`config.mk`:
```
export PLATFORM = sky130hd
export DESIGN_NAME = fraction_multiply_reduce
export DESIGN_NICKNAME = d
export VERILOG_FILES = /design/src/design/fmr_pkg.sv /design/src/design/fmr_div.sv /design/src/design/fmr_mul.sv /design/src/design/fraction_multiply_reduce.sv
export SDC_FILE = /design/constraint.sdc
export NUM_CORES = 2
export LEC_CHECK = 0
export BUFFER_PORTS_ARGS = -buffer_cell sky130_fd_sc_hd__clkbuf_2
export CORE_MARGIN = 4
export CORE_UTILIZATION = 45
export DETAILED_ROUTE_END_ITERATION = 6
export SYNTH_ARGS = -nofsm -noshare
export SYNTH_HDL_FRONTEND = slang
export SYNTH_SLANG_ARGS = --single-unit
```
`constraint.sdc`:
```
create_clock -name clk_i -period 8.8 [get_ports clk_i]
set_clock_uncertainty 0.15 [all_clocks]
set_input_delay 0.44 -clock clk_i [delete_from_list [all_inputs] [get_ports clk_i]]
set_output_delay 0.44 -clock clk_i [all_outputs]
set_load 0.01 [all_outputs]
```
`src/design/fmr_pkg.sv`:
```
// ----------------------------------------------------------------------------
// fmr_pkg: shared types and constants for the fraction multiply/reduce block
// Field widths, the saturation limit and the divider request/response bundles.
// ----------------------------------------------------------------------------
`timescale 1ns / 1ps

package fmr_pkg;

  // all fraction fields are 31-bit unsigned
  localparam int unsigned FieldW  = 31;
  localparam int unsigned DivCntW = $clog2(FieldW);
  localparam int unsigned ProdW   = 2 * FieldW;

  typedef logic [FieldW-1:0] field_t;
  typedef logic [ProdW-1:0]  prod_t;

  localparam field_t FieldMax = {FieldW{1'b1}};
  localparam field_t FieldOne = field_t'(1);

  // request into the shared divider
  typedef struct packed {
    logic   start;
    field_t dividend;
    field_t divisor;
  } fmr_div_req_t;

  // status and results out of the shared divider
  typedef struct packed {
    logic   busy;
    logic   done;
    field_t quotient;
    field_t remainder;
  } fmr_div_rsp_t;

endpackage

```
`src/design/fmr_div.sv`:
```
// ----------------------------------------------------------------------------
// fmr_div: shared iterative divider
// Restoring radix-2 divider, one quotient bit per cycle. Gives quotient and
// remainder with done, which pulses for one cycle.
// ----------------------------------------------------------------------------
`timescale 1ns / 1ps

module fmr_div
  import fmr_pkg::*;
(
  input  logic         clk_i,
  input  logic         rst_ni,
  input  fmr_div_req_t req_i,
  output fmr_div_rsp_t rsp_o
);

  localparam logic [DivCntW-1:0] LastCnt = DivCntW'(FieldW - 1);

  logic               busy_q;
  logic               done_q;
  logic [DivCntW-1:0] cnt_q;
  field_t             rem_q, rem_d;
  field_t             quo_q, quo_d;
  field_t             dvs_q;

  logic [FieldW:0]    shifted;
  logic [FieldW:0]    diff;
  logic               ge;

  // one restoring step: shift in next dividend bit, trial subtract
  always_comb begin
    shifted = {rem_q, quo_q[FieldW-1]};
    ge      = shifted >= {1'b0, dvs_q};
    diff    = shifted - {1'b0, dvs_q};
    rem_d   = ge ? diff[FieldW-1:0] : shifted[FieldW-1:0];
    quo_d   = {quo_q[FieldW-2:0], ge};
  end

  // iteration control and datapath registers
  always_ff @(posedge clk_i or negedge rst_ni) begin
    if (!rst_ni) begin
      busy_q <= 1'b0;
      done_q <= 1'b0;
      cnt_q  <= '0;
      rem_q  <= '0;
      quo_q  <= '0;
      dvs_q  <= '0;
    end else begin
      done_q <= 1'b0;
      if (req_i.start && !busy_q) begin
        busy_q <= 1'b1;
        cnt_q  <= '0;
        rem_q  <= '0;
        quo_q  <= req_i.dividend;
        dvs_q  <= req_i.divisor;
      end else if (busy_q) begin
        rem_q <= rem_d;
        quo_q <= quo_d;
        cnt_q <= cnt_q + 1'b1;
        if (cnt_q == LastCnt) begin
          busy_q <= 1'b0;
          done_q <= 1'b1;
        end
      end
    end
  end

  assign rsp_o.busy      = busy_q;
  assign rsp_o.done      = done_q;
  assign rsp_o.quotient  = quo_q;
  assign rsp_o.remainder = rem_q;

  // partial remainder always stays below the divisor
  a_rem_below_dvs: assert property (@(posedge clk_i) disable iff (!rst_ni)
    busy_q |-> rem_q < dvs_q)
    else $error("divider partial remainder not below divisor");

  // done only after the last iteration, never while still busy
  a_done_not_busy: assert property (@(posedge clk_i) disable iff (!rst_ni)
    done_q |-> !busy_q && $past(busy_q) && $past(cnt_q) == LastCnt)
    else $error("divider done out of sequence");

endmodule

```
`src/design/fmr_mul.sv`:
```
// ----------------------------------------------------------------------------
// fmr_mul: registered multiplier with saturation
// Multiplies two 31-bit values into a registered full product, then clamps
// to the 31-bit range and flags overflow.
// ----------------------------------------------------------------------------
`timescale 1ns / 1ps

module fmr_mul
  import fmr_pkg::*;
(
  input  logic   clk_i,
  input  logic   en_i,
  input  field_t a_i,
  input  field_t b_i,
  output field_t prod_o,
  output logic   ovf_o
);

  prod_t prod_q;

  // full product register, loaded on enable
  always_ff @(posedge clk_i) begin
    if (en_i) begin
      prod_q <= prod_t'(a_i) * prod_t'(b_i);
    end
  end

  // saturate anything above the field range
  assign ovf_o  = |prod_q[ProdW-1:FieldW];
  assign prod_o = ovf_o ? FieldMax : prod_q[FieldW-1:0];

endmodule

```
`src/design/fraction_multiply_reduce.sv`:
```
// ----------------------------------------------------------------------------
// fraction_multiply_reduce: fraction product with cross-cancellation
// Multiplies a_num/a_den by b_num/b_den after dividing out
// g1 = gcd(a_num, b_den) and g2 = gcd(b_num, a_den); saturating products.
// ----------------------------------------------------------------------------
// One item at a time. All division work runs through one shared radix-2
// divider: each Euclid remainder step is a divider start and a wait for the
// result, as is each of the four cancelling divisions, and a gcd is done once
// the remainder is zero; each gcd takes at most about 45 remainder steps for
// 31-bit values. The numerator and denominator products are then formed in
// turn in the registered multiplier and moved to the output register once it
// is free. in_stall_o is high from acceptance until the result has been
// moved to the output register; a waiting result does not block the next
// item from being accepted. gcd(0,0) is taken as 1, zero denominators pass
// through, and an overflowing product reads 2^31-1 with overflow_o set.
// ----------------------------------------------------------------------------
`timescale 1ns / 1ps

module fraction_multiply_reduce
  import fmr_pkg::*;
(
  input  logic   clk_i,
  input  logic   rst_ni,
  input  logic   in_valid_i,
  output logic   in_stall_o,
  input  field_t a_num_i,
  input  field_t a_den_i,
  input  field_t b_num_i,
  input  field_t b_den_i,
  output logic   out_valid_o,
  input  logic   out_stall_i,
  output field_t prod_num_o,
  output field_t prod_den_o,
  output logic   overflow_o
);

  typedef enum logic [2:0] {
    ST_IDLE,
    ST_GCD_CHK,
    ST_GCD_DIV,
    ST_QUO_GO,
    ST_QUO_DIV,
    ST_MUL_NUM,
    ST_MUL_DEN,
    ST_OUT
  } state_e;

  state_e       state_q;
  field_t       an_q, ad_q, bn_q, bd_q;
  field_t       p_q, q_q;
  field_t       g1_q, g2_q;
  logic         gsel_q;
  logic [1:0]   qidx_q;
  field_t       pn_q;
  logic         ovf_q;
  logic         out_valid_q;
  field_t       out_num_q, out_den_q;
  logic         out_ovf_q;

  fmr_div_req_t div_req;
  fmr_div_rsp_t div_rsp;
  logic         mul_en;
  field_t       mul_a, mul_b;
  field_t       mul_prod;
  logic         mul_ovf;
  field_t       gcd_val;
  logic         out_free;

  fmr_div u_div (
    .clk_i  (clk_i),
    .rst_ni (rst_ni),
    .req_i  (div_req),
    .rsp_o  (div_rsp)
  );

  fmr_mul u_mul (
    .clk_i  (clk_i),
    .en_i   (mul_en),
    .a_i    (mul_a),
    .b_i    (mul_b),
    .prod_o (mul_prod),
    .ovf_o  (mul_ovf)
  );

  // gcd result once the remainder hits zero; both zero gives one
  assign gcd_val  = (p_q == '0) ? FieldOne : p_q;
  assign out_free = !out_valid_q || !out_stall_i;

  // divider operand select
  always_comb begin
    div_req = '0;
    unique case (state_q)
      ST_GCD_CHK: begin
        div_req.start    = q_q != '0;
        div_req.dividend = p_q;
        div_req.divisor  = q_q;
      end
      ST_QUO_GO: begin
        div_req.start = 1'b1;
        unique case (qidx_q)
          2'd0: begin
            div_req.dividend = an_q;
            div_req.divisor  = g1_q;
          end
          2'd1: begin
            div_req.dividend = bd_q;
            div_req.divisor  = g1_q;
          end
          2'd2: begin
            div_req.dividend = bn_q;
            div_req.divisor  = g2_q;
          end
          default: begin
            div_req.dividend = ad_q;
            div_req.divisor  = g2_q;
          end
        endcase
      end
      default: div_req = '0;
    endcase
  end

  // multiplier operand select
  always_comb begin
    mul_en = (state_q == ST_MUL_NUM) || (state_q == ST_MUL_DEN);
    mul_a  = (state_q == ST_MUL_DEN) ? ad_q : an_q;
    mul_b  = (state_q == ST_MUL_DEN) ? bd_q : bn_q;
  end

  // sequencer and output register
  always_ff @(posedge clk_i or negedge rst_ni) begin
    if (!rst_ni) begin
      state_q     <= ST_IDLE;
      an_q        <= '0;
      ad_q        <= '0;
      bn_q        <= '0;
      bd_q        <= '0;
      p_q         <= '0;
      q_q         <= '0;
      g1_q        <= FieldOne;
      g2_q        <= FieldOne;
      gsel_q      <= 1'b0;
      qidx_q      <= '0;
      pn_q        <= '0;
      ovf_q       <= 1'b0;
      out_valid_q <= 1'b0;
      out_num_q   <= '0;
      out_den_q   <= '0;
      out_ovf_q   <= 1'b0;
    end else begin
      unique case (state_q)
        ST_IDLE: begin
          if (in_valid_i) begin
            an_q    <= a_num_i;
            ad_q    <= a_den_i;
            bn_q    <= b_num_i;
            bd_q    <= b_den_i;
            p_q     <= a_num_i;
            q_q     <= b_den_i;
            gsel_q  <= 1'b0;
            state_q <= ST_GCD_CHK;
          end
        end
        ST_GCD_CHK: begin
          if (q_q == '0) begin
            if (!gsel_q) begin
              g1_q   <= gcd_val;
              p_q    <= bn_q;
              q_q    <= ad_q;
              gsel_q <= 1'b1;
            end else begin
              g2_q    <= gcd_val;
              qidx_q  <= '0;
              state_q <= ST_QUO_GO;
            end
          end else begin
            state_q <= ST_GCD_DIV;
          end
        end
        ST_GCD_DIV: begin
          // Euclid step: (p, q) becomes (q, p mod q)
          if (div_rsp.done) begin
            p_q     <= q_q;
            q_q     <= div_rsp.remainder;
            state_q <= ST_GCD_CHK;
          end
        end
        ST_QUO_GO: begin
          state_q <= ST_QUO_DIV;
        end
        ST_QUO_DIV: begin
          if (div_rsp.done) begin
            unique case (qidx_q)
              2'd0:    an_q <= div_rsp.quotient;
              2'd1:    bd_q <= div_rsp.quotient;
              2'd2:    bn_q <= div_rsp.quotient;
              default: ad_q <= div_rsp.quotient;
            endcase
            qidx_q  <= qidx_q + 1'b1;
            state_q <= (qidx_q == 2'd3) ? ST_MUL_NUM : ST_QUO_GO;
          end
        end
        ST_MUL_NUM: begin
          state_q <= ST_MUL_DEN;
        end
        ST_MUL_DEN: begin
          pn_q    <= mul_prod;
          ovf_q   <= mul_ovf;
          state_q <= ST_OUT;
        end
        ST_OUT: begin
          if (out_free) begin
            state_q <= ST_IDLE;
          end
        end
        default: state_q <= ST_IDLE;
      endcase

      // result leaves the sequencer once the output slot is free, so a
      // held result does not block the next item
      if (state_q == ST_OUT && out_free) begin
        out_valid_q <= 1'b1;
        out_num_q   <= pn_q;
        out_den_q   <= mul_prod;
        out_ovf_q   <= ovf_q | mul_ovf;
      end else if (!out_stall_i) begin
        out_valid_q <= 1'b0;
      end
    end
  end

  assign in_stall_o  = state_q != ST_IDLE;
  assign out_valid_o = out_valid_q;
  assign prod_num_o  = out_num_q;
  assign prod_den_o  = out_den_q;
  assign overflow_o  = out_ovf_q;

  // divider is never restarted while an operation is in flight
  a_div_start_idle: assert property (@(posedge clk_i) disable iff (!rst_ni)
    div_req.start |-> !div_rsp.busy)
    else $error("divider started while busy");

  // cancelling divisors are never zero
  a_gcd_nonzero: assert property (@(posedge clk_i) disable iff (!rst_ni)
    state_q == ST_QUO_GO |-> g1_q != '0 && g2_q != '0)
    else $error("zero gcd used as divisor");

  // overflow flag implies at least one saturated product
  a_ovf_sat: assert property (@(posedge clk_i) disable iff (!rst_ni)
    out_valid_o && overflow_o |-> prod_num_o == FieldMax || prod_den_o == FieldMax)
    else $error("overflow without a saturated product");

  // a new result is only loaded when the previous one has left
  a_out_no_drop: assert property (@(posedge clk_i) disable iff (!rst_ni)
    out_valid_q && out_stall_i && state_q == ST_OUT |=> state_q == ST_OUT || !out_stall_i
      || $past(!out_stall_i))
    else $error("result overwritten while held");

endmodule

```
==> flow_summary.json <==
{
  "cp_slowest_stage_delay_ns": 0.58,
  "synth_top_flop_cell": "dfrtp_1",
  "synthDistinctLibCells": 71,
  "clkLatencyLatePin_ns": 0.69,
  "p_leak_nw": 32.0,
  "worstRegToRegCells": 31,
  "r2r_setup_slack_ns": 0.07,
  "dp_hpwl_mm": 143,
  "power_density_nw_per_um2": 81.0,
  "fmax_ghz": 0.114,
  "fin_util_pct": 52.7,
  "nets": 7490,
  "p_int_mw": 4.02,
  "drt_iter0_markers": 4480,
  "synth_area_um2": 55000,
  "viasPerCell": 5.75,
  "synth_area_leaders": "fa_1 31%, dfrtp_1 20%, ha_1 6.6%",
  "synth_top_area_cell": "fa_1",
  "grt_max_degree": 130,
  "drt-total-wl_mm": 188,
  "path_depth": 31,
  "finalCritPeriodShare_pct": 99.3,
  "track_usage_pct": 29.7,
  "p_switching_mw": 1.14,
  "die_y_um": 357,
  "clk_pin_slew_ns": 0.06,
  "ys.warnings.count": 0,
  "swShare_pct": 22.1,
  "cp_max_fo": 13,
  "syn_avg_cell_area_um2": 9.28,
  "overflow": 0,
  "tightest_slew_ns": 1.12,
  "timing.rr.end": "u_mul.prod_q[61]",
  "core.rowCount": 127,
  "numCtsBuffers": 56,
  "startpoint": "state_q[0]",
  "seqPwrFrac_pct": 46.4,
  "slowest_stage": "fa_1",
  "finalHoldViolCount": 0,
  "cap_violations": 0,
  "synthTopCellsByCount": "838 x fa_1, 823 x inv_1, 745 x nor2_1, 709 x nand2_1, 448 x dfrtp_1",
  "maxSlewViolCount": 0,
  "num_io_pins": 193,
  "die_w_um": 357,
  "wl_per_cell_um": 23.8,
  "status": "finished, final reports clean",
  "numClockSinks": 512,
  "grt_pass1_wl_mm": 287,
  "vias": 45400,
  "cts_root_buf": "clkbuf_16",
  "synth-async-reset-ratio_pct": 87.9,
  "diodes": 0,
  "grt_pass1_vias": 47200,
  "antenna_left": 0,
  "combPwrFrac_pct": 3.0,
  "synthCells": 5925,
  "critPathMostFrequentCell": "fa_1",
  "largest_register_ffs": 62,
  "drc_errors": 0,
  "ys_ff_latch": 512,
  "crit_required_ns": 8.99,
  "area_growth_pct": 15.7,
  "arrival_ns": 8.92,
  "synth-edff-count": 62,
  "port_buffers": 192,
  "slew_headroom_pct": 25.0,
  "total_power_mw": 5.15,
  "clockBufferDepth": 3,
  "start_kind": "flip-flop",
  "crit_family": "adder cells",
  "cts_tree": "done",
  "regMostFlops": "u_mul.prod_q",
  "die_area_um2": 128000,
  "path_buf_inv": 7,
  "cp-end-kind": "flip-flop",
  "rsz0062_at_grt": "yes",
  "vdd_ir_drop_max_mv": 0.186,
  "first_pass_iters": 7,
  "drive_gt1_share_pct": 14.3,
  "hold_path_class": "input pin to flip-flop",
  "antenna_found_initial": 3,
  "synth.most_common_cell": "fa_1",
  "synth_top_area_share_pct": 30.5,
  "timing.final.crit_period_ns": 8.73,
  "setup_viol": 0,
  "critical_path_class": "flip-flop to flip-flop",
  "start_util_pct": 45.6,
  "seq_area_frac_synth_pct": 23.9,
  "gp_congestion": 0.960,
  "htreeDepth": 2,
  "coreArea_um2": 121000,
  "worstReg2RegStart": "state_q[0]",
  "endpoint": "u_mul.prod_q[61]",
  "clkPwrFrac_pct": 50.6,
  "syn_nets": 7183
}
-- cell families (layout without fill, tap and decap cells) --
group	after synthesis	in the layout	synth area share, %
multiplexers	254	254	5.04
flip-flops	512	512	23.9
adder cells (fa/ha/maj)	1130	1130	37.2
AO/OA/AOI/OAI	1071	1071	11.9
XOR/XNOR	85	85	1.35
buffers and inverters	1195	1549	8.20
AND/OR/NAND/NOR	1678	1679	12.4
-- power groups by stage --
stage               clock (mW)  combinational, mW  sequential [mW]
finish                    2.61              0.156             2.39
global route              2.74              0.167             2.39
CTS                       2.66              0.153             2.39
detailed placement           0              0.108             2.43
global placement             0              0.109             2.43
floorplan                    0             0.0105             2.43
-- worst min-delay path: stages --
cell	delay [ns]
clkbuf_2	0.14
a21oi_1	0.16
a21oi_1	0.08
-- layout by cell type (no fill, tap or decap), types with 27 or more instances in the layout --
master         synthesis  final
a222oi_1              31     31
a221o_1               36     36
nor2_1               745    738
fa_1                 838    828
mux2_2               184    158
dlygate4sd3_1          0    123
dfrtp_1              448    446
a21oi_1              433    420
a21o_1                43     43
inv_1                823    823
clkbuf_2               1    191
mux2i_1               70     35
o21ai_0              268    261
and3_1                39     38
nand3_1               35     34
nand2_1              709    705
o22a_1                61     61
ha_1                 292    280
xor2_1                27     27
a221oi_1              31     31
buf_12                 0     48
clkbuf_16              0     59
xnor2_1               58     58
o22ai_1               64     64
nand4_1               36     36
edfxtp_1              62     62
buf_4                  2    241
-- metal layers --
| layer | GRT usage [%] | share of wire (%) | up-vias |
|---|---|---|---|
| li1 | - | - | 19700 |
| met1 | 38.4 | 39 | 23100 |
| met2 | 48.2 | 46 | 2132 |
| met3 | 5.85 | 8.6 | 437 |
| met4 | 14.2 | 5.7 | 2 |
| met5 | 0 | 0.0048 | - |
-- worst min path at each step --
stage                start       end  slack, ns  cells after the start
6_report       a_num_i[22]  an_q[22]       0.04                      3
5_1_grt        a_num_i[22]  an_q[22]       0.03                      3
4_1_cts        a_num_i[22]  an_q[22]      0.004                      3
3_5_place_dp       pn_q[7]   pn_q[7]       0.32                      2
3_3_place_gp      pn_q[16]  pn_q[16]       0.31                      2
2_1_floorplan       rst_ni   ad_q[0]     -0.006                      0
-- cell type report --
type | instances | area, µm²
Clock buffer | 81 | 1600
Clock inverter | 25 | 438
Fill cell | 10900 | 57000
Inverter | 823 | 3090
Multi-Input combinational cell | 4219 | 38100
Sequential cell | 512 | 13100
Tap cell | 1612 | 2020
Timing Repair Buffer | 620 | 5250
-- per-stage QoR --
step | TNS (ns) | worst slack (ns) | std cells | instance area [µm²] | hold slack [ns]
2_1_floorplan | 0 | 0.0705 | 5925 | 55000 | -0.00559
3_3_place_gp | 0 | 0.0954 | 7626 | 59400 | 0.308
3_5_place_dp | -0.219 | -0.0796 | 7626 | 59400 | 0.317
4_1_cts | -0.0756 | -0.0302 | 7865 | 62900 | 0.00363
5_1_grt | -0.631 | -0.224 | 7892 | 63600 | 0.0301
6_report | 0 | 0.0652 | 7892 | 63600 | 0.0408
-- timing repair --
action,CTS,global route
cloned,3,3
hold buffers,123,0
hold endpoints to repair,266,0
endpoints found under the setup margin,7,21
resized for setup,27,93
setup buffers,7,24
pin swaps,5,26
(Power assumes the default switching activity.)
